### config.mk
export PLATFORM = sky130hd
export DESIGN_NAME = rmsq_cell
export DESIGN_NICKNAME = d
export VERILOG_FILES = /design/src/rtl/ring_mult_small_mod_q_assert.svh /design/src/rtl/rmsq_pkg.sv /design/src/rtl/rmsq_cell.sv
export SDC_FILE = /design/constraint.sdc
export NUM_CORES = 1
export LEC_CHECK = 0
export BUFFER_PORTS_ARGS = -buffer_cell sky130_fd_sc_hd__buf_2
export CORE_ASPECT_RATIO = 0.5
export CORE_MARGIN = 4
export CORE_UTILIZATION = 40
export DETAILED_ROUTE_END_ITERATION = 8
export SLEW_MARGIN = 20
export SYNTH_ARGS = -nofsm -noshare
export SYNTH_HDL_FRONTEND = slang
export SYNTH_SLANG_ARGS = --single-unit
### constraint.sdc
create_clock -name i_clk -period 9.8 [get_ports i_clk]
set_clock_uncertainty 0.05 [all_clocks]
set_input_delay 1.47 -clock i_clk [delete_from_list [all_inputs] [get_ports i_clk]]
set_output_delay 1.47 -clock i_clk [all_outputs]
set_load 0.02 [all_outputs]
### src/rtl/ring_mult_small_mod_q_assert.svh
// Assertion macros for the ring multiplier RTL.
// Included by modules that check their own control logic; no other dependencies.
`ifndef RING_MULT_SMALL_MOD_Q_ASSERT_SVH
`define RING_MULT_SMALL_MOD_Q_ASSERT_SVH

`ifndef SYNTHESIS

// Same-cycle implication, disabled while reset is asserted
`define RMSQ_ASSERT_IMPL(label, clk, rst_n, ante, cons) \
    label: assert property (@(posedge clk) disable iff (!(rst_n)) (ante) |-> (cons)) \
        else $error("rmsq assertion failed");

// Next-cycle implication, disabled while reset is asserted
`define RMSQ_ASSERT_NEXT(label, clk, rst_n, ante, cons) \
    label: assert property (@(posedge clk) disable iff (!(rst_n)) (ante) |=> (cons)) \
        else $error("rmsq assertion failed");

`else

`define RMSQ_ASSERT_IMPL(label, clk, rst_n, ante, cons)
`define RMSQ_ASSERT_NEXT(label, clk, rst_n, ante, cons)

`endif

`endif

### src/rtl/rmsq_pkg.sv
// Shared constants and types for the ring multiplier in Z_q[x]/(x^p - x - 1).
// No dependencies; imported by every other file of the block but the assertion header.
package rmsq_pkg;

    // Ring parameters
    localparam int DEGREE_P  = 761;
    localparam int MODULUS_Q = 4591;

    // Field widths
    localparam int W_OP    = 2;
    localparam int W_IDX   = 10;
    localparam int W_COEFF = 13;
    localparam int W_SMALL = 2;

    // Cell position counter width
    localparam int W_PIDX = (DEGREE_P > 1) ? $clog2(DEGREE_P) : 1;

    // Opcodes
    localparam logic [W_OP-1:0] OP_LOAD  = 2'd0;
    localparam logic [W_OP-1:0] OP_CLEAR = 2'd1;
    localparam logic [W_OP-1:0] OP_STEP  = 2'd2;
    localparam logic [W_OP-1:0] OP_READ  = 2'd3;

    // One past the highest valid coefficient index
    localparam logic [W_IDX:0] IDX_LIMIT = (W_IDX+1)'(DEGREE_P);

    // Centered residue bound
    localparam int HALF_Q = (MODULUS_Q - 1) / 2;

    // Cell sum: prev + fold + g*f stays within four times the residue bound
    localparam int W_SUM = W_COEFF + 2;
    localparam int W_RED = W_SUM + 1;
    localparam logic signed [W_RED-1:0] RED_Q   = W_RED'(MODULUS_Q);
    localparam logic signed [W_RED-1:0] RED_2Q  = W_RED'(2 * MODULUS_Q);
    localparam logic signed [W_RED-1:0] RED_HI1 = W_RED'(HALF_Q);
    localparam logic signed [W_RED-1:0] RED_HI2 = W_RED'(HALF_Q + MODULUS_Q);

    // Load reduction: shift the signed input up by a multiple of q, then
    // take the quotient by reciprocal multiply and fix with one subtract
    localparam int W_U    = W_COEFF + 1;
    localparam int W_PROD = 2 * W_U;
    localparam int IN_SPAN = 2 ** (W_COEFF - 1);
    localparam int K_OFF  = ((IN_SPAN + MODULUS_Q - 1) / MODULUS_Q) * MODULUS_Q;
    localparam int RECIP  = (2 ** W_U) / MODULUS_Q;
    localparam logic [W_U-1:0] RECIP_U = W_U'(RECIP);
    localparam logic [W_U-1:0] Q_U     = W_U'(MODULUS_Q);
    localparam logic [W_U-1:0] HALF_U  = W_U'(HALF_Q);

    // Command from the sequencer to the row of cells
    typedef struct packed {
        logic                      clear;
        logic                      step;
        logic                      rotate;
        logic                      load;
        logic [W_IDX-1:0]          ld_idx;
        logic signed [W_COEFF-1:0] ld_val;
        logic signed [W_SMALL-1:0] g;
    } t_cell_ctl;

endpackage

### src/rtl/rmsq_cell.sv
// One cell of the multiplier row: holds one f coefficient and one accumulator
// coefficient. Depends on rmsq_pkg.
module rmsq_cell import rmsq_pkg::*; (
    input  logic                      i_clk,
    input  logic                      i_rst_n,
    input  t_cell_ctl                 i_ctl,
    input  logic                      i_load_en,
    input  logic signed [W_COEFF-1:0] i_prev,
    input  logic signed [W_COEFF-1:0] i_fold,
    output logic signed [W_COEFF-1:0] o_acc
);

    localparam logic [W_SMALL-1:0] G_POS_ONE = 2'b01;
    localparam logic [W_SMALL-1:0] G_NEG_ONE = 2'b11;
    localparam logic [W_SMALL-1:0] G_NEG_TWO = 2'b10;

    logic signed [W_COEFF-1:0] r_f;
    logic signed [W_COEFF-1:0] r_acc;
    logic signed [W_COEFF-1:0] n_acc;
    logic signed [W_SUM-1:0]   gf;
    logic signed [W_SUM-1:0]   sum;
    logic signed [W_RED-1:0]   s_ext;
    logic signed [W_RED-1:0]   red;

    // Form g*f for a ternary g (and the -2 pattern) without a multiplier
    always_comb begin
        case (i_ctl.g)
            G_POS_ONE: gf = W_SUM'(r_f);
            G_NEG_ONE: gf = -W_SUM'(r_f);
            G_NEG_TWO: gf = -(W_SUM'(r_f) <<< 1);
            default:   gf = '0;
        endcase
    end

    // Shifted neighbor, fold term and product, then center mod q
    assign sum   = W_SUM'(i_prev) + W_SUM'(i_fold) + gf;
    assign s_ext = W_RED'(sum);

    always_comb begin
        if (s_ext > RED_HI2) begin
            red = s_ext - RED_2Q;
        end else if (s_ext > RED_HI1) begin
            red = s_ext - RED_Q;
        end else if (s_ext < -RED_HI2) begin
            red = s_ext + RED_2Q;
        end else if (s_ext < -RED_HI1) begin
            red = s_ext + RED_Q;
        end else begin
            red = s_ext;
        end
    end

    // Select the next accumulator value
    always_comb begin
        if (i_ctl.clear) begin
            n_acc = '0;
        end else if (i_ctl.step) begin
            n_acc = red[W_COEFF-1:0];
        end else if (i_ctl.rotate) begin
            n_acc = i_prev;
        end else begin
            n_acc = r_acc;
        end
    end

    always_ff @(posedge i_clk) begin
        if (!i_rst_n) begin
            r_acc <= '0;
        end else begin
            r_acc <= n_acc;
        end
    end

    // Capture the f coefficient addressed to this cell
    always_ff @(posedge i_clk) begin
        if (i_load_en) begin
            r_f <= i_ctl.ld_val;
        end
    end

    assign o_acc = r_acc;

endmodule

==> reports/qor.txt, run 1 <==
Drt drc -> 0
H-tree levels -> 1
Maximum VDD drop -> 105 µV
Arrival time of the worst setup path -> 7.03 ns
Vias in the first global route -> 3539
Crit end category -> register
Via density -> 5.81
Critical Path End -> o_acc[8]
Slowest library cell on the worst path -> a221oi_2
Worst path cell trace -> buf_2 > inv_1 > nor2_1 > a22o_1 > fa_1 > ha_1 > inv_1 > fa_1 > nand2b_1 > a211oi_4 > o21ai_1 > a21oi_1 > a2111oi_1 > a221oi_2 > a32oi_1 > o32ai_1 > nor4_1 > a211o_1
Tot GR Track Use -> 0.191
Fraction of power spent switching nets -> 0.547
Flop-to-flop setup slack -> 3.02 ns
Row count -> 25
Primary FF master, synth -> edfxtp_1
Crit path depth -> 18
Fillers -> 993
Area grow syn2layout -> 10.9%
Seq/Total Area, Yosys -> 0.166
Syn. warnings -> 0
Sequential share of power -> 0.126
Total core area -> 9480 µm²
Multi-input logic area -> 3060 µm²
Placer Congestion -> 0.883
DIE AREA -> 11500 µm²
Switching power total -> 632 µW
PD cells -> 266 nW/µm²
Slew Limit Fails -> 0
First-pass GRT wire length -> 18200 µm
TritonCTS Sinks -> 26
Crit path max fanout -> 25
CTS tree -> built
Largest net degree at the start of global routing -> 26
Worst hold path class -> reg2reg
Peak Freq -> 145 MHz
Relative slew slack -> 0.382
Max-cap violations -> 0
Pint -> 523 µW
Io pins -> 71
Routed vias -> 3801
Tightest Pin Transition -> 0.923 ns
Gate power share -> 0.789
Die Height -> 77.9 µm
Commonest non-fill, non-tap cell in the layout -> buf_2
Clk root buf -> clkbuf_16
Clk buf depth -> 2
Grt total ovfl -> 0
Final Cycle Share -> 0.706
DRT iter0 DRCs -> 230
Critical Path RT -> 9.91 ns
Run status -> finished, final reports clean
Worst hold margin -> 0.575 ns
Share of layout cells above drive strength 1 -> 0.179
Post-route ant nets -> 0
Routed Wire Length -> 11100 µm
Routed len/inst -> 16.9 µm
WP buf/inv -> 3
Antenna violations before repair -> 0
Worst-path clk slew -> 0.07 ns
# diodes -> 0
CP Launch Type -> primary input
Worst reg2reg startpoint -> r_f[2]
Worst R2R Path Depth -> 20
Crit path largest cell delay -> 0.80 ns
Clock Power Share -> 0.085
Synthesized flop and latch total -> 26
RSZ-0062 raised after global routing -> no
Leak Pwr -> 1.74 nW
Total power -> 1.16 mW
Most frequent cells in the layout -> 59 x buf_2, 44 x nand2_1, 32 x nor2_1, 27 x xnor2_1, 26 x a21oi_1
Placed inst area -> 4260 µm²
FFs w/ async S/R, synth -> 0
Design area -> 4340 µm²
# Post-CTS Setup Buffers -> 0
Initial core utilization -> 0.413
R2R Path End -> o_acc[8]
TritonCTS buffer count -> 3
Synthesized instance count -> 483
Post-CTS Hold Buffers -> 0
Final Hold Viols -> 0
Net Count, Synth -> 577
Post-DP HPWL -> 8850 µm
Final min period -> 6.92 ns
Clk_lat worst skew -> 0.27 ns
Fin nets -> 614
Die Wd -> 148 µm
Yosys cell types -> 78
Final setup vio count -> 0
Syn Std Cell Area -> 3910 µm²
Resized cells post-CTS -> 0
Setup CP Type -> in2reg
Syn Area/Cell -> 8.10 µm²
Drt pass-1 iters -> 5
Number of synthesized flops with an enable pin -> 13
Port bufs -> 59
CP Launch Point -> i_ctl[0]
Delay-heaviest family, CP -> compound AO/OA/AOI/OAI gates
Setup_tns -> 0 ns
Area taken by flip-flops and latches -> 651 µm²
[per-layer routing]
metal | wire length, µm | global-route usage
met5 | 0 | 0
met4 | 70 | 0.0230
met3 | 616 | 0.0268
met2 | 4770 | 0.293
met1 | 5600 | 0.293
[kinds of logic (layout without fill, tap and decap cells)]
group,Yosys count,count (layout),synth area share
XOR/XNOR,41,41,0.0938
buffers and inverters,49,85,0.0509
adder cells (fa/ha/maj),36,36,0.144
AO/OA/AOI/OAI,151,151,0.295
multiplexers,12,12,0.0323
AND/OR/NAND/NOR,168,168,0.218
flip-flops,26,26,0.166
[synthesized netlist by cell type (6+ instances only)]
cell type / number / area (µm²)
nand3b_1: 8 / 60.1
clkbuf_1: 15 / 56.3
or3_1: 7 / 43.8
a31oi_1: 13 / 81.3
nor3_1: 18 / 90.1
dfxtp_1: 13 / 260
edfxtp_1: 13 / 390
inv_1: 21 / 78.8
ha_1: 21 / 263
nand2b_1: 8 / 50.1
a211oi_1: 10 / 75.1
nand2_1: 44 / 165
nand3_1: 15 / 75.1
buf_2: 10 / 50.1
xnor2_1: 27 / 236
xor2_1: 13 / 114
nor4_1: 6 / 37.5
mux2i_1: 7 / 70.1
a21o_1: 6 / 45.0
nor2b_1: 6 / 37.5
nor2_1: 32 / 120
a21oi_1: 26 / 130
o21ai_0: 23 / 115
fa_1: 15 / 300
o21ai_1: 7 / 35.0
a32o_1: 7 / 70.1
[power groups by stage]
stage | Sequential [mW] | Clock (mW) | Combinational (mW)
detailed placement | 0.148 | 0 | 0.890
floorplan | 0.162 | 0 | 0.695
CTS | 0.145 | 0.100 | 0.897
global placement | 0.148 | 0 | 0.889
finish | 0.146 | 0.0977 | 0.912
global route | 0.148 | 0.105 | 0.997
[per-stage QoR]
stage / utilization / worst slack (ns) / std cells
finish: 0.458 / 2.88 / 654
global route: 0.458 / 2.52 / 654
CTS: 0.458 / 2.98 / 654
detailed placement: 0.449 / 2.70 / 650
global placement: 0.449 / 2.67 / 650
floorplan: - / 3.90 / 483
[worst reg2reg max path, cell delays in order (launching register included)]
cell       delay, ns
edfxtp_1        0.49
nor4_1          0.49
nand2_1         0.18
or2_2           0.36
or3_1           0.37
or3_1           0.40
nand3b_1        0.10
o21ai_0         0.09
a32o_1          0.24
fa_1            0.45
ha_1            0.44
o21ai_1         0.28
or3b_2          0.17
o2111ai_1       0.14
a211oi_4        0.45
nor2_1          0.15
a221oi_2        0.80
a32oi_1         0.36
o32ai_1         0.26
nor4_1          0.09
a211o_1         0.30
[cell type report]
type / count / share of cell area
clock buffers: 4 / 0.0182
well taps: 135 / 0.0389
flip-flops and latches: 26 / 0.150
repair buffers: 59 / 0.0681
inverters: 22 / 0.0190
multi-input cells: 408 / 0.706
[worst min-delay path by stage]
stage / startpoint / end / cells after the start
4_1_cts: o_acc[0] / o_acc[0] / 3
6_report: o_acc[0] / o_acc[0] / 3
3_3_place_gp: o_acc[0] / o_acc[0] / 3
3_5_place_dp: o_acc[0] / o_acc[0] / 3
2_1_floorplan: o_acc[0] / o_acc[0] / 3
5_1_grt: o_acc[3] / o_acc[3] / 3
[flip-flops by register name (all words and copies together), names as in the netlist]
name   cells
o_acc     13
r_f       13
No activity file was read; power rests on OpenSTA's default activity.
==> run 2: changes to the inputs <==
- clock period: 9.8 -> 6.2 ns (I/O delays scaled with it)
==> run 2 against run 1 <==
  * Global-route usage up 0.43 points
  * Critical endpoint is now o_acc[9]
  * Wire length up 1.8%
  * Critical path type is now reg2reg
  * Clock power up 59%
  * Critical path depth up 3
  * Register-to-register slack worse by 2.6 ns
  * Sequential power up 58%
  * Count of clock-buffer cells in the layout unchanged
==> reports/qor.txt, run 2 (synthesis results as in run 1) <==
Io pins -> 71 (unchanged)
Maximum VDD drop -> 137 µV (+31%)
Share of layout cells above drive strength 1 -> 0.234 (+0.0545)
# Post-CTS Setup Buffers -> 0 (unchanged)
TritonCTS Sinks -> 26 (unchanged)
GR Layer Usage met3 -> 0.0257 (-0.00117)
Flop-to-flop setup slack -> 0.42 ns (-2.60 ns)
DRT iter0 DRCs -> 260 (+13%)
CTS tree -> built
Fin nets -> 647 (+5.4%)
TritonCTS buffer count -> 3 (unchanged)
Total core area -> 9480 µm² (unchanged)
Leak Pwr -> 1.91 nW (+9.6%)
Initial core utilization -> 0.413 (unchanged)
Vias in the first global route -> 3638 (+2.8%)
Via density -> 5.67 (-2.4%)
Post-DP HPWL -> 9190 µm (+3.9%)
H-tree levels -> 1 (unchanged)
Drt pass-1 iters -> 5 (unchanged)
Met1 usage -> 0.292 (about the same)
Relative slew slack -> 0.582 (+0.199)
Post-CTS Hold Buffers -> 0 (unchanged)
Final Cycle Share -> 0.931
Port bufs -> 59 (unchanged)
Antenna violations before repair -> 0 (unchanged)
First-pass GRT wire length -> 18400 µm (+1.1%)
Critical Path End -> o_acc[9]
Peak Freq -> 173 MHz
Resized cells post-CTS -> 0 (unchanged)
Final min period -> 5.78 ns
Setup CP Type -> reg2reg
Die Height -> 77.9 µm (unchanged)
Post-route ant nets -> 0 (unchanged)
Routed vias -> 3895 (+2.5%)
Slew Limit Fails -> 0 (unchanged)
Post-layout util -> 0.486 (+0.0284)
Worst R2R Path Depth -> 21 (+5.0%)
Tot GR Track Use -> 0.196 (+0.00426)
DIE AREA -> 11500 µm² (unchanged)
Tightest Pin Transition -> 0.626 ns (-0.297 ns)
Final setup vio count -> 0 (unchanged)
# diodes -> 0 (unchanged)
Crit end category -> register
Grt total ovfl -> 0 (unchanged)
Max-cap violations -> 0 (unchanged)
Final Hold Viols -> 0 (unchanged)
R2R Path End -> o_acc[9]
CP Launch Type -> register
Min setup slack post-route -> 0.425 ns (-2.46 ns)
Worst hold path class -> reg2reg
Run status -> finished, final reports clean
Arrival time of the worst setup path -> 5.91 ns (-1.12 ns)
Commonest non-fill, non-tap cell in the layout -> buf_2
Largest net degree at the start of global routing -> 23 (-12%)
CP Launch Point -> r_f[5]
PD cells -> 432 nW/µm² (+62%)
Clk root buf -> clkbuf_16
Hold-critical path depth -> 3 (unchanged)
Area grow syn2layout -> 17.8%
Placer Congestion -> 0.886 (+0.37%)
Worst hold margin -> 0.577 ns (+0.00114 ns)
Crit path max fanout -> 11 (-56%)
Worst-path clk slew -> 0.07 ns (about the same)
Met2 Usage GRT -> 0.306 (+0.0128)
Drt drc -> 0 (unchanged)
Clk buf depth -> 2 (unchanged)
Most frequent cells in the layout -> 59 x buf_2, 44 x nand2_1, 33 x buf_4, 32 x nor2_1, 27 x xnor2_1
Critical Path RT -> 6.34 ns (-3.57 ns)
Row count -> 25 (unchanged)
Worst reg2reg startpoint -> r_f[5]
Die Wd -> 148 µm (unchanged)
GRT busiest layer -> met2
Clk_lat worst skew -> 0.27 ns (about the same)
Routed Wire Length -> 11300 µm (+1.8%)
Setup WS pre-CTS -> 0.435 ns (-2.27 ns)
Routed len/inst -> 16.4 µm (-3.1%)
==> run 2: cell count changes in the layout (fill, tap and decap cells not counted), sizes merged <==
cell and change:
buf +33
==> run 2: layout make-up <==
cell class,instances,area [µm²]
fillers,936,4870
multi-input cells,408,3080
flip-flops and latches,26,651
repair buffers,92,543
well taps,135,169
inverters,22,82.6
clock buffers,4,78.8
==> run 2: worst min path at each step <==
| stage | from | end | slack [ns] |
|---|---|---|---|
| floorplan | o_acc[0] | o_acc[0] | 0.62 |
| global placement | o_acc[3] | o_acc[3] | 0.57 |
| detailed placement | o_acc[0] | o_acc[0] | 0.56 |
| global route | o_acc[3] | o_acc[3] | 0.63 |
| finish | o_acc[0] | o_acc[0] | 0.58 |
| CTS | o_acc[0] | o_acc[0] | 0.58 |
==> run 2: report_power, final <==
group / internal, mW / leakage, nW / switching [mW]
clock: 0.0885 / 0.0382 / 0.0668
sequential: 0.210 / 0.234 / 0.0195
combinational: 0.653 / 1.64 / 0.951
total: 0.951 / 1.91 / 1.04
==> run 2: critical path: stages (launching register included) <==
cell	delay, ns
edfxtp_1	0.45
nor4_2	0.31
nand2_1	0.11
or2_2	0.33
or3_1	0.37
or3_1	0.41
xnor2_1	0.16
o21ai_0	0.09
a32o_1	0.22
fa_1	0.44
ha_1	0.38
o21ai_1	0.14
or3b_2	0.46
o2111ai_1	0.14
a211oi_4	0.12
a2111oi_1	0.47
a221oi_2	0.14
buf_4	0.22
a32oi_1	0.25
mux2i_1	0.22
nor2b_1	0.07
a211oi_1	0.17
==> run 2: layer usage <==
metal | part of all wire | vias to the layer above
met3 | 0.050 | 11
met5 | 0 | -
met2 | 0.42 | 105
met4 | 0.010 | 0
li1 | - | 1945
met1 | 0.52 | 1834
==> run 2: metrics by stage <==
step	setup TNS, ns	area, µm²	power, mW	cells
floorplan	0	3910	1.35	483
global placement	0	4510	1.79	683
detailed placement	0	4510	1.78	683
CTS	0	4580	1.95	687
global route	-0.0159	4610	2.15	687
finish	0	4610	1.99	687
