**src/rtl/ring_mult_small_mod_q_assert.svh**
```systemverilog
// Assertion macros for the ring multiplier RTL.
// Included by modules that check their own control logic; no other dependencies.
`ifndef RING_MULT_SMALL_MOD_Q_ASSERT_SVH
`define RING_MULT_SMALL_MOD_Q_ASSERT_SVH

`ifndef SYNTHESIS

// Same-cycle implication, disabled while reset is asserted
`define RMSQ_ASSERT_IMPL(label, clk, rst_n, ante, cons) \
    label: assert property (@(posedge clk) disable iff (!(rst_n)) (ante) |-> (cons)) \
        else $error("rmsq assertion failed");

// Next-cycle implication, disabled while reset is asserted
`define RMSQ_ASSERT_NEXT(label, clk, rst_n, ante, cons) \
    label: assert property (@(posedge clk) disable iff (!(rst_n)) (ante) |=> (cons)) \
        else $error("rmsq assertion failed");

`else

`define RMSQ_ASSERT_IMPL(label, clk, rst_n, ante, cons)
`define RMSQ_ASSERT_NEXT(label, clk, rst_n, ante, cons)

`endif

`endif

```
**src/rtl/rmsq_pkg.sv**
```systemverilog
// Shared constants and types for the ring multiplier in Z_q[x]/(x^p - x - 1).
// No dependencies; imported by every other file of the block but the assertion header.
package rmsq_pkg;

    // Ring parameters
    localparam int DEGREE_P  = 761;
    localparam int MODULUS_Q = 4591;

    // Field widths
    localparam int W_OP    = 2;
    localparam int W_IDX   = 10;
    localparam int W_COEFF = 13;
    localparam int W_SMALL = 2;

    // Cell position counter width
    localparam int W_PIDX = (DEGREE_P > 1) ? $clog2(DEGREE_P) : 1;

    // Opcodes
    localparam logic [W_OP-1:0] OP_LOAD  = 2'd0;
    localparam logic [W_OP-1:0] OP_CLEAR = 2'd1;
    localparam logic [W_OP-1:0] OP_STEP  = 2'd2;
    localparam logic [W_OP-1:0] OP_READ  = 2'd3;

    // One past the highest valid coefficient index
    localparam logic [W_IDX:0] IDX_LIMIT = (W_IDX+1)'(DEGREE_P);

    // Centered residue bound
    localparam int HALF_Q = (MODULUS_Q - 1) / 2;

    // Cell sum: prev + fold + g*f stays within four times the residue bound
    localparam int W_SUM = W_COEFF + 2;
    localparam int W_RED = W_SUM + 1;
    localparam logic signed [W_RED-1:0] RED_Q   = W_RED'(MODULUS_Q);
    localparam logic signed [W_RED-1:0] RED_2Q  = W_RED'(2 * MODULUS_Q);
    localparam logic signed [W_RED-1:0] RED_HI1 = W_RED'(HALF_Q);
    localparam logic signed [W_RED-1:0] RED_HI2 = W_RED'(HALF_Q + MODULUS_Q);

    // Load reduction: shift the signed input up by a multiple of q, then
    // take the quotient by reciprocal multiply and fix with one subtract
    localparam int W_U    = W_COEFF + 1;
    localparam int W_PROD = 2 * W_U;
    localparam int IN_SPAN = 2 ** (W_COEFF - 1);
    localparam int K_OFF  = ((IN_SPAN + MODULUS_Q - 1) / MODULUS_Q) * MODULUS_Q;
    localparam int RECIP  = (2 ** W_U) / MODULUS_Q;
    localparam logic [W_U-1:0] RECIP_U = W_U'(RECIP);
    localparam logic [W_U-1:0] Q_U     = W_U'(MODULUS_Q);
    localparam logic [W_U-1:0] HALF_U  = W_U'(HALF_Q);

    // Command from the sequencer to the row of cells
    typedef struct packed {
        logic                      clear;
        logic                      step;
        logic                      rotate;
        logic                      load;
        logic [W_IDX-1:0]          ld_idx;
        logic signed [W_COEFF-1:0] ld_val;
        logic signed [W_SMALL-1:0] g;
    } t_cell_ctl;

endpackage

```
**src/rtl/rmsq_in_if.sv**
```systemverilog
// Input channel of the ring multiplier: valid/ready plus one command item.
// Depends on rmsq_pkg for field widths.
interface rmsq_in_if import rmsq_pkg::*; ();

    logic                      valid;
    logic                      ready;
    logic [W_OP-1:0]           opcode;
    logic [W_IDX-1:0]          coeff_index;
    logic signed [W_COEFF-1:0] big_coeff;
    logic signed [W_SMALL-1:0] small_coeff;

    modport source (
        output valid, opcode, coeff_index, big_coeff, small_coeff,
        input  ready
    );

    modport sink (
        input  valid, opcode, coeff_index, big_coeff, small_coeff,
        output ready
    );

endinterface

```
**src/rtl/rmsq_out_if.sv**
```systemverilog
// Output channel of the ring multiplier: valid/ready plus one result item.
// Depends on rmsq_pkg for field widths.
interface rmsq_out_if import rmsq_pkg::*; ();

    logic                      valid;
    logic                      ready;
    logic [W_IDX-1:0]          out_index;
    logic signed [W_COEFF-1:0] out_coeff;

    modport source (
        output valid, out_index, out_coeff,
        input  ready
    );

    modport sink (
        input  valid, out_index, out_coeff,
        output ready
    );

endinterface

```
**src/rtl/rmsq_ctrl.sv**
```systemverilog
// Sequencer of the ring multiplier: item handshake, load reduction, readout
// by rotating the cell row, and the output register. Depends on rmsq_pkg.
`include "ring_mult_small_mod_q_assert.svh"

module rmsq_ctrl import rmsq_pkg::*; (
    input  logic                      i_clk,
    input  logic                      i_rst_n,
    rmsq_in_if.sink                   i_in,
    rmsq_out_if.source                o_out,
    input  logic signed [W_COEFF-1:0] i_tap,
    output t_cell_ctl                 o_ctl
);

    localparam logic [2:0] ST_IDLE   = 3'd0;
    localparam logic [2:0] ST_LD_MUL = 3'd1;
    localparam logic [2:0] ST_LD_RED = 3'd2;
    localparam logic [2:0] ST_LD_WR  = 3'd3;
    localparam logic [2:0] ST_ROT    = 3'd4;
    localparam logic [2:0] ST_OUT    = 3'd5;

    logic [2:0]                r_state;
    logic [2:0]                n_state;
    logic                      r_pend_clear;
    logic                      n_pend_clear;
    logic                      r_pend_step;
    logic                      n_pend_step;
    logic signed [W_SMALL-1:0] r_g;
    logic signed [W_SMALL-1:0] n_g;
    logic [W_IDX-1:0]          r_ld_idx;
    logic [W_IDX-1:0]          n_ld_idx;
    logic [W_U-1:0]            r_u;
    logic [W_U-1:0]            n_u;
    logic [W_PROD-1:0]         r_prod;
    logic [W_PROD-1:0]         n_prod;
    logic [W_U-1:0]            r_rem;
    logic [W_U-1:0]            n_rem;
    logic [W_IDX-1:0]          r_rd_idx;
    logic [W_IDX-1:0]          n_rd_idx;
    logic [W_PIDX-1:0]         r_cnt;
    logic [W_PIDX-1:0]         n_cnt;
    logic signed [W_COEFF-1:0] r_rd_val;
    logic signed [W_COEFF-1:0] n_rd_val;
    logic                      r_out_valid;
    logic                      n_out_valid;
    logic [W_IDX-1:0]          r_out_idx;
    logic [W_IDX-1:0]          n_out_idx;
    logic signed [W_COEFF-1:0] r_out_coeff;
    logic signed [W_COEFF-1:0] n_out_coeff;

    logic                      in_fire;
    logic                      out_fire;
    logic                      out_free;
    logic signed [W_U:0]       u_sum;
    logic [W_U-1:0]            quot;
    logic [W_PROD-1:0]         quot_q;
    logic [W_U-1:0]            rem_fix;
    logic signed [W_U:0]       rem_cen;

    assign in_fire  = i_in.valid && i_in.ready;
    assign out_fire = r_out_valid && o_out.ready;
    assign out_free = !r_out_valid || o_out.ready;

    // Shift the signed load value up into the unsigned range
    assign u_sum = (W_U+1)'(i_in.big_coeff) + (W_U+1)'(K_OFF);

    // Quotient estimate is exact or one low; remainder lands in 0..2q-1
    assign quot   = r_prod[W_PROD-1:W_U];
    assign quot_q = W_PROD'(quot) * W_PROD'(Q_U);

    // Final correction and centering of the remainder
    assign rem_fix = (r_rem >= Q_U) ? (r_rem - Q_U) : r_rem;
    assign rem_cen = (rem_fix > HALF_U) ? ($signed({1'b0, rem_fix}) - $signed({1'b0, Q_U}))
                                        : $signed({1'b0, rem_fix});

    // Sequence items and hold results
    always_comb begin
        n_state      = r_state;
        n_pend_clear = 1'b0;
        n_pend_step  = 1'b0;
        n_g          = r_g;
        n_ld_idx     = r_ld_idx;
        n_u          = r_u;
        n_prod       = r_prod;
        n_rem        = r_rem;
        n_rd_idx     = r_rd_idx;
        n_cnt        = r_cnt;
        n_rd_val     = r_rd_val;
        n_out_valid  = r_out_valid && !out_fire;
        n_out_idx    = r_out_idx;
        n_out_coeff  = r_out_coeff;

        case (r_state)
            ST_IDLE: begin
                if (in_fire) begin
                    case (i_in.opcode)
                        OP_LOAD: begin
                            n_u      = u_sum[W_U-1:0];
                            n_ld_idx = i_in.coeff_index;
                            n_state  = ST_LD_MUL;
                        end
                        OP_CLEAR: begin
                            n_pend_clear = 1'b1;
                        end
                        OP_STEP: begin
                            n_pend_step = 1'b1;
                            n_g         = i_in.small_coeff;
                        end
                        OP_READ: begin
                            n_rd_idx = i_in.coeff_index;
                            if ({1'b0, i_in.coeff_index} < IDX_LIMIT) begin
                                n_cnt   = W_PIDX'(DEGREE_P - 1);
                                n_state = ST_ROT;
                            end else begin
                                n_rd_val = '0;
                                n_state  = ST_OUT;
                            end
                        end
                        default: begin
                            n_state = ST_IDLE;
                        end
                    endcase
                end
            end
            ST_LD_MUL: begin
                n_prod  = W_PROD'(r_u) * W_PROD'(RECIP_U);
                n_state = ST_LD_RED;
            end
            ST_LD_RED: begin
                n_rem   = r_u - quot_q[W_U-1:0];
                n_state = ST_LD_WR;
            end
            ST_LD_WR: begin
                n_state = ST_IDLE;
            end
            ST_ROT: begin
                // Grab the coefficient as it passes the last cell
                if (W_IDX'(r_cnt) == r_rd_idx) begin
                    n_rd_val = i_tap;
                end
                if (r_cnt == '0) begin
                    n_state = ST_OUT;
                end else begin
                    n_cnt = r_cnt - 1'b1;
                end
            end
            ST_OUT: begin
                if (out_free) begin
                    n_out_valid = 1'b1;
                    n_out_idx   = r_rd_idx;
                    n_out_coeff = r_rd_val;
                    n_state     = ST_IDLE;
                end
            end
            default: begin
                n_state = ST_IDLE;
            end
        endcase
    end

    always_ff @(posedge i_clk) begin
        if (!i_rst_n) begin
            r_state      <= ST_IDLE;
            r_pend_clear <= 1'b0;
            r_pend_step  <= 1'b0;
            r_out_valid  <= 1'b0;
        end else begin
            r_state      <= n_state;
            r_pend_clear <= n_pend_clear;
            r_pend_step  <= n_pend_step;
            r_out_valid  <= n_out_valid;
        end
    end

    always_ff @(posedge i_clk) begin
        r_g         <= n_g;
        r_ld_idx    <= n_ld_idx;
        r_u         <= n_u;
        r_prod      <= n_prod;
        r_rem       <= n_rem;
        r_rd_idx    <= n_rd_idx;
        r_cnt       <= n_cnt;
        r_rd_val    <= n_rd_val;
        r_out_idx   <= n_out_idx;
        r_out_coeff <= n_out_coeff;
    end

    // Drive the handshake and the cell command
    assign i_in.ready      = (r_state == ST_IDLE);
    assign o_out.valid     = r_out_valid;
    assign o_out.out_index = r_out_idx;
    assign o_out.out_coeff = r_out_coeff;

    assign o_ctl.clear  = r_pend_clear;
    assign o_ctl.step   = r_pend_step;
    assign o_ctl.rotate = (r_state == ST_ROT);
    assign o_ctl.load   = (r_state == ST_LD_WR);
    assign o_ctl.ld_idx = r_ld_idx;
    assign o_ctl.ld_val = rem_cen[W_COEFF-1:0];
    assign o_ctl.g      = r_g;

    // Rotation never overlaps an accumulator update
    `RMSQ_ASSERT_IMPL(a_rot_alone, i_clk, i_rst_n, r_state == ST_ROT, !r_pend_step && !r_pend_clear)
    // Rotation ends after the last position
    `RMSQ_ASSERT_NEXT(a_rot_end, i_clk, i_rst_n, r_state == ST_ROT && r_cnt == '0, r_state == ST_OUT)
    // A held result moves into a free output slot
    `RMSQ_ASSERT_NEXT(a_out_load, i_clk, i_rst_n, r_state == ST_OUT && out_free, r_out_valid && r_state == ST_IDLE)
    // Out-of-range read yields zero without rotating
    `RMSQ_ASSERT_NEXT(a_rd_oor, i_clk, i_rst_n, in_fire && i_in.opcode == OP_READ && {1'b0, i_in.coeff_index} >= IDX_LIMIT, r_state == ST_OUT && r_rd_val == '0)

endmodule

```
**src/flat_wrapper.sv**
```systemverilog
// flat-port wrapper written by rule: the top's interface ports become plain ports
module rmsq_ctrl_flat import rmsq_pkg::*;
  (i_clk, i_rst_n, i_tap, o_ctl, i_in_valid, i_in_opcode, i_in_coeff_index, i_in_big_coeff, i_in_small_coeff, i_in_ready, o_out_valid, o_out_out_index, o_out_out_coeff, o_out_ready);
  rmsq_in_if i_in_i ();
  rmsq_out_if o_out_i ();
  input  logic i_clk;
  input  logic i_rst_n;
  input  logic signed [W_COEFF-1:0] i_tap;
  output t_cell_ctl o_ctl;
  input wire logic [$bits(i_in_i.valid)-1:0] i_in_valid;
  input wire logic [$bits(i_in_i.opcode)-1:0] i_in_opcode;
  input wire logic [$bits(i_in_i.coeff_index)-1:0] i_in_coeff_index;
  input wire logic [$bits(i_in_i.big_coeff)-1:0] i_in_big_coeff;
  input wire logic [$bits(i_in_i.small_coeff)-1:0] i_in_small_coeff;
  output wire logic [$bits(i_in_i.ready)-1:0] i_in_ready;
  output wire logic [$bits(o_out_i.valid)-1:0] o_out_valid;
  output wire logic [$bits(o_out_i.out_index)-1:0] o_out_out_index;
  output wire logic [$bits(o_out_i.out_coeff)-1:0] o_out_out_coeff;
  input wire logic [$bits(o_out_i.ready)-1:0] o_out_ready;
  assign i_in_i.valid = i_in_valid;
  assign i_in_i.opcode = i_in_opcode;
  assign i_in_i.coeff_index = i_in_coeff_index;
  assign i_in_i.big_coeff = i_in_big_coeff;
  assign i_in_i.small_coeff = i_in_small_coeff;
  assign i_in_ready = i_in_i.ready;
  assign o_out_valid = o_out_i.valid;
  assign o_out_out_index = o_out_i.out_index;
  assign o_out_out_coeff = o_out_i.out_coeff;
  assign o_out_i.ready = o_out_ready;
  rmsq_ctrl u_core (.i_clk(i_clk), .i_rst_n(i_rst_n), .i_in(i_in_i), .o_out(o_out_i), .i_tap(i_tap), .o_ctl(o_ctl));
endmodule
```
**config.mk**
```make
export PLATFORM = sky130hd
export DESIGN_NAME = rmsq_ctrl_flat
export DESIGN_NICKNAME = d
export VERILOG_FILES = /design/src/rtl/rmsq_pkg.sv /design/src/rtl/rmsq_in_if.sv /design/src/rtl/rmsq_out_if.sv /design/src/rtl/rmsq_ctrl.sv /design/src/flat_wrapper.sv
export VERILOG_INCLUDE_DIRS = /design/src /design/src/rtl
export SDC_FILE = /design/constraint.sdc
export NUM_CORES = 1
export LEC_CHECK = 0
export BUFFER_PORTS_ARGS = -buffer_cell sky130_fd_sc_hd__buf_2
export CAP_MARGIN = 20
export CORE_UTILIZATION = 42
export CTS_CLUSTER_DIAMETER = 60
export CTS_CLUSTER_SIZE = 25
export DETAILED_ROUTE_END_ITERATION = 6
export PLACE_DENSITY = 0.67
export RECOVER_POWER = 100
export SYNTH_ARGS = -nofsm -noshare
export SYNTH_HDL_FRONTEND = slang
export SYNTH_SLANG_ARGS = --single-unit
```
**constraint.sdc**
```tcl
create_clock -name i_clk -period 7.5 [get_ports i_clk]
set_input_delay 0.75 -clock i_clk [delete_from_list [all_inputs] [get_ports i_clk]]
set_output_delay 0.75 -clock i_clk [all_outputs]
set_load 0.01 [all_outputs]
```
==> results.md <==
- Status: complete, but fails checks
- Failing checks: max-capacitance violations, max-slew violations
- Max_cap viols: 2
- Number of synthesized flops with an enable pin: 98
- Die area: 14900 um2
- Vias in the first global route: 3916
- Mapped Cells: 528
- Area occupied by multi-input gates: 2710 um2
- Ports: 98
- Placed Area: 6670 um2
- Diodes inserted: 0
- Htree depth: 3
- Filler Cell Count: 1302
- Synth top area share: 0.486
- First-pass GRT wire length: 18000 um
- Pwr dens: 222 nW/um2
- Clock Skews: 0.00999 ns
- CP endpoint kind: primary output
- PortBufs: 97
- Register area: 3060 um2
- Synthesized net count: 619
- Setup repair after global routing missed its margin: false
- Final estimated routing congestion in global placement: 0.792
- Starting DRC count in detailed routing: 227
- Slowest cell on crit path: o32ai_1
- Most frequent cells in the layout: edfxtp_1, clkbuf_1, ha_1, nand2_1, buf_2
- Clock tree from TritonCTS: built
- Asr flop ratio synth: 0
- Avg WL per Cell: 13.6 um
- Number of clock sinks: 104
- CTS clk-pin slew, worst paths: 0.07 ns
- Drt pass-1 iters: 4
- Core ar.: 14000 um2
- CTS Buf Count: 9
- Final wirelength: 11000 um
- Largest net degree at the start of global routing: 25
- Post CTS Setup Buffer Count: 0
- Total number of vias: 4148
- Crit Path Max Fanout: 16
- Post-synth top area cell: edfxtp_1
- Top post-synthesis cells by area: edfxtp_1, ha_1, xnor2_1
- Actual slew at the worst max-slew pin: 1.83 ns
- Fmax: 201 MHz
- Worst vdd ir: 0.000121 V
- Initial antenna violation count: 0
- All-Layer GR Usage: 0.153
- Post-cts repair resize count: 0
- Layout area overhead: 14.0%
- Count of different cell masters after synthesis: 71
- Placed insts: 789
- Die height: 122 um
- DIE WIDTH: 122 um
- Mapped Area: 6050 um2
- Final Non-Filler Cells: 807
- Max-slew violations: 30
- Post-synthesis register bit count: 104
- Largest buffer count on any clock path: 2
- # setup viols final: 0
- Post-route cell area: 6900 um2
- Final Cycle Share: 0.662
- Pleak: 2.57 nW
- Post-route ant nets: 0
- Clock latency on the worst-skew pair: 0.35 ns
- Ys Warns: 0
- Worst Setup Path Type: register to primary output
- Max incr delay on CP: 0.81 ns
- Synthesized area per cell: 11.5 um2
- DR vias/cell: 5.14
- Tmin final: 4.97 ns
- Most common cell on crit path: o311a_1
- Register area share after synthesis: 0.506
- GR Overflow Total: 0
- Placed wire-length estimate: 8590 um
- Layout cells sized above 1: 0.105
- Max_slew headroom: -0.220
- CP required: 6.75 ns
- Worst path cell trace: ha_1 > a31oi_1 > o311a_1 > a211oi_1 > nor2_1 > o311a_1 > o32ai_1 > a21boi_0 > xor2_1 > buf_2
- Synth Flop Type: edfxtp_1
- CP Launch Type: register
- Hold Fails Final Rpt: 0
- Fin Setup TNS: 0 ns
- Min-delay worst type: register to register
- CP arrival: 4.22 ns
- Rows: 43
- Layout Nets: 713
- Power Total: 1.53 mW
- Initial Utilization: 0.432
- CTS root buffer: clkbuf_16
- DRC Markers: 0
- Cts hold-fix bufs: 0
- Commonest non-fill, non-tap cell in the layout: edfxtp_1
-- per-layer routing --
| metal | track usage | routed length, um |
|---|---|---|
| met2 | 0.245 | 5230 |
| met3 | 0.0257 | 382 |
| met4 | 0.0748 | 221 |
| met5 | 0 | 0 |
| met1 | 0.200 | 5120 |
-- path summary, 6_finish.rpt --
path	slack [ns]	end	depth (start not counted)	start
worst max-delay path	2.53	o_ctl[14]	10	u_core.r_rem[0]
worst min-delay path	0.42	u_core.o_out.out_coeff[2]	0	u_core.r_rd_val[2]
worst max register to register	4.21	u_core.r_rem[10]	11	u_core.r_prod[14]
worst min register to register	0.42	u_core.o_out.out_coeff[2]	0	u_core.r_rd_val[2]
-- through the flow --
step / worst slack [ns] / hold WS [ns] / utilization
floorplan: 3.96 / 0.400 / -
global route: 2.14 / 0.428 / 0.493
detailed placement: 3.46 / 0.409 / 0.477
global placement: 3.64 / 0.402 / 0.476
finish: 2.53 / 0.424 / 0.493
CTS: 3.07 / 0.425 / 0.501
-- critical path, delay by kind of cell, from the launching register on --
family | cells | cell delay (ns)
flip-flops | 1 | 0.48
buffers and inverters | 1 | 0.15
XOR/XNOR | 1 | 0.17
AO/OA/AOI/OAI | 6 | 2.63
adder cells (fa/ha/maj) | 1 | 0.36
AND/OR/NAND/NOR | 1 | 0.08
-- area by class of cell --
type                       count  area share
clock buffer                   9      0.0327
clock inverter                 7      0.0167
inverter                      37      0.0201
multi-input combinational    369       0.392
sequential                   104       0.444
tap                          180      0.0327
timing repair buffer         101      0.0617
-- where the power goes --
| group | leakage (nW) | internal [mW] | total, mW | switching, mW |
|---|---|---|---|---|
| Clock | 0.162 | 0.300 | 0.512 | 0.212 |
| Sequential | 0.911 | 0.673 | 0.703 | 0.0302 |
| Combinational | 1.49 | 0.134 | 0.317 | 0.183 |
| Total | 2.57 | 1.11 | 1.53 | 0.426 |
-- cell usage after synthesis, drive strengths merged (3+ instances only) --
cell type and n:
buf 11, nor2 31, nor3b 6, a211oi 8
nor4 5, nor3 22, nand2b 6, xnor2 34
a31oi 4, fa 6, nand4b 3, nand3 19
or4 3, xor2 23, a21o 4, and3 18
ha 41, o21a 6, nor2b 5, dfxtp 6
clkbuf 7, o21ai 14, nand2 39, or2 3
inv 36, edfxtp 98, nand3b 3, a21oi 20
nand4 3, and2 6, a21boi 4
-- logic make-up after synthesis --
family                   Yosys count  share of synthesized area
AO/OA/AOI/OAI                     86                      0.108
AND/OR/NAND/NOR                  176                      0.152
XOR/XNOR                          57                     0.0825
adder cells (fa/ha/maj)           47                      0.105
multiplexers                       3                    0.00517
flip-flops                       104                      0.506
buffers and inverters             55                     0.0416
-- state kept, by name, summed over array words and instances (netlist names) --
register                cells
u_core.r_pend_clear         1
u_core.r_pend_step          1
u_core.o_out.valid          1
u_core.r_cnt               10
u_core.r_state              3
u_core.o_out.out_index     10
u_core.r_rem               14
u_core.o_out.out_coeff     13
u_core.r_u                 14
u_core.r_prod               2
u_core.r_ld_idx            10
u_core.r_rd_idx            10
u_core.r_g                  2
u_core.r_rd_val            13
(Power assumes the default switching activity.)
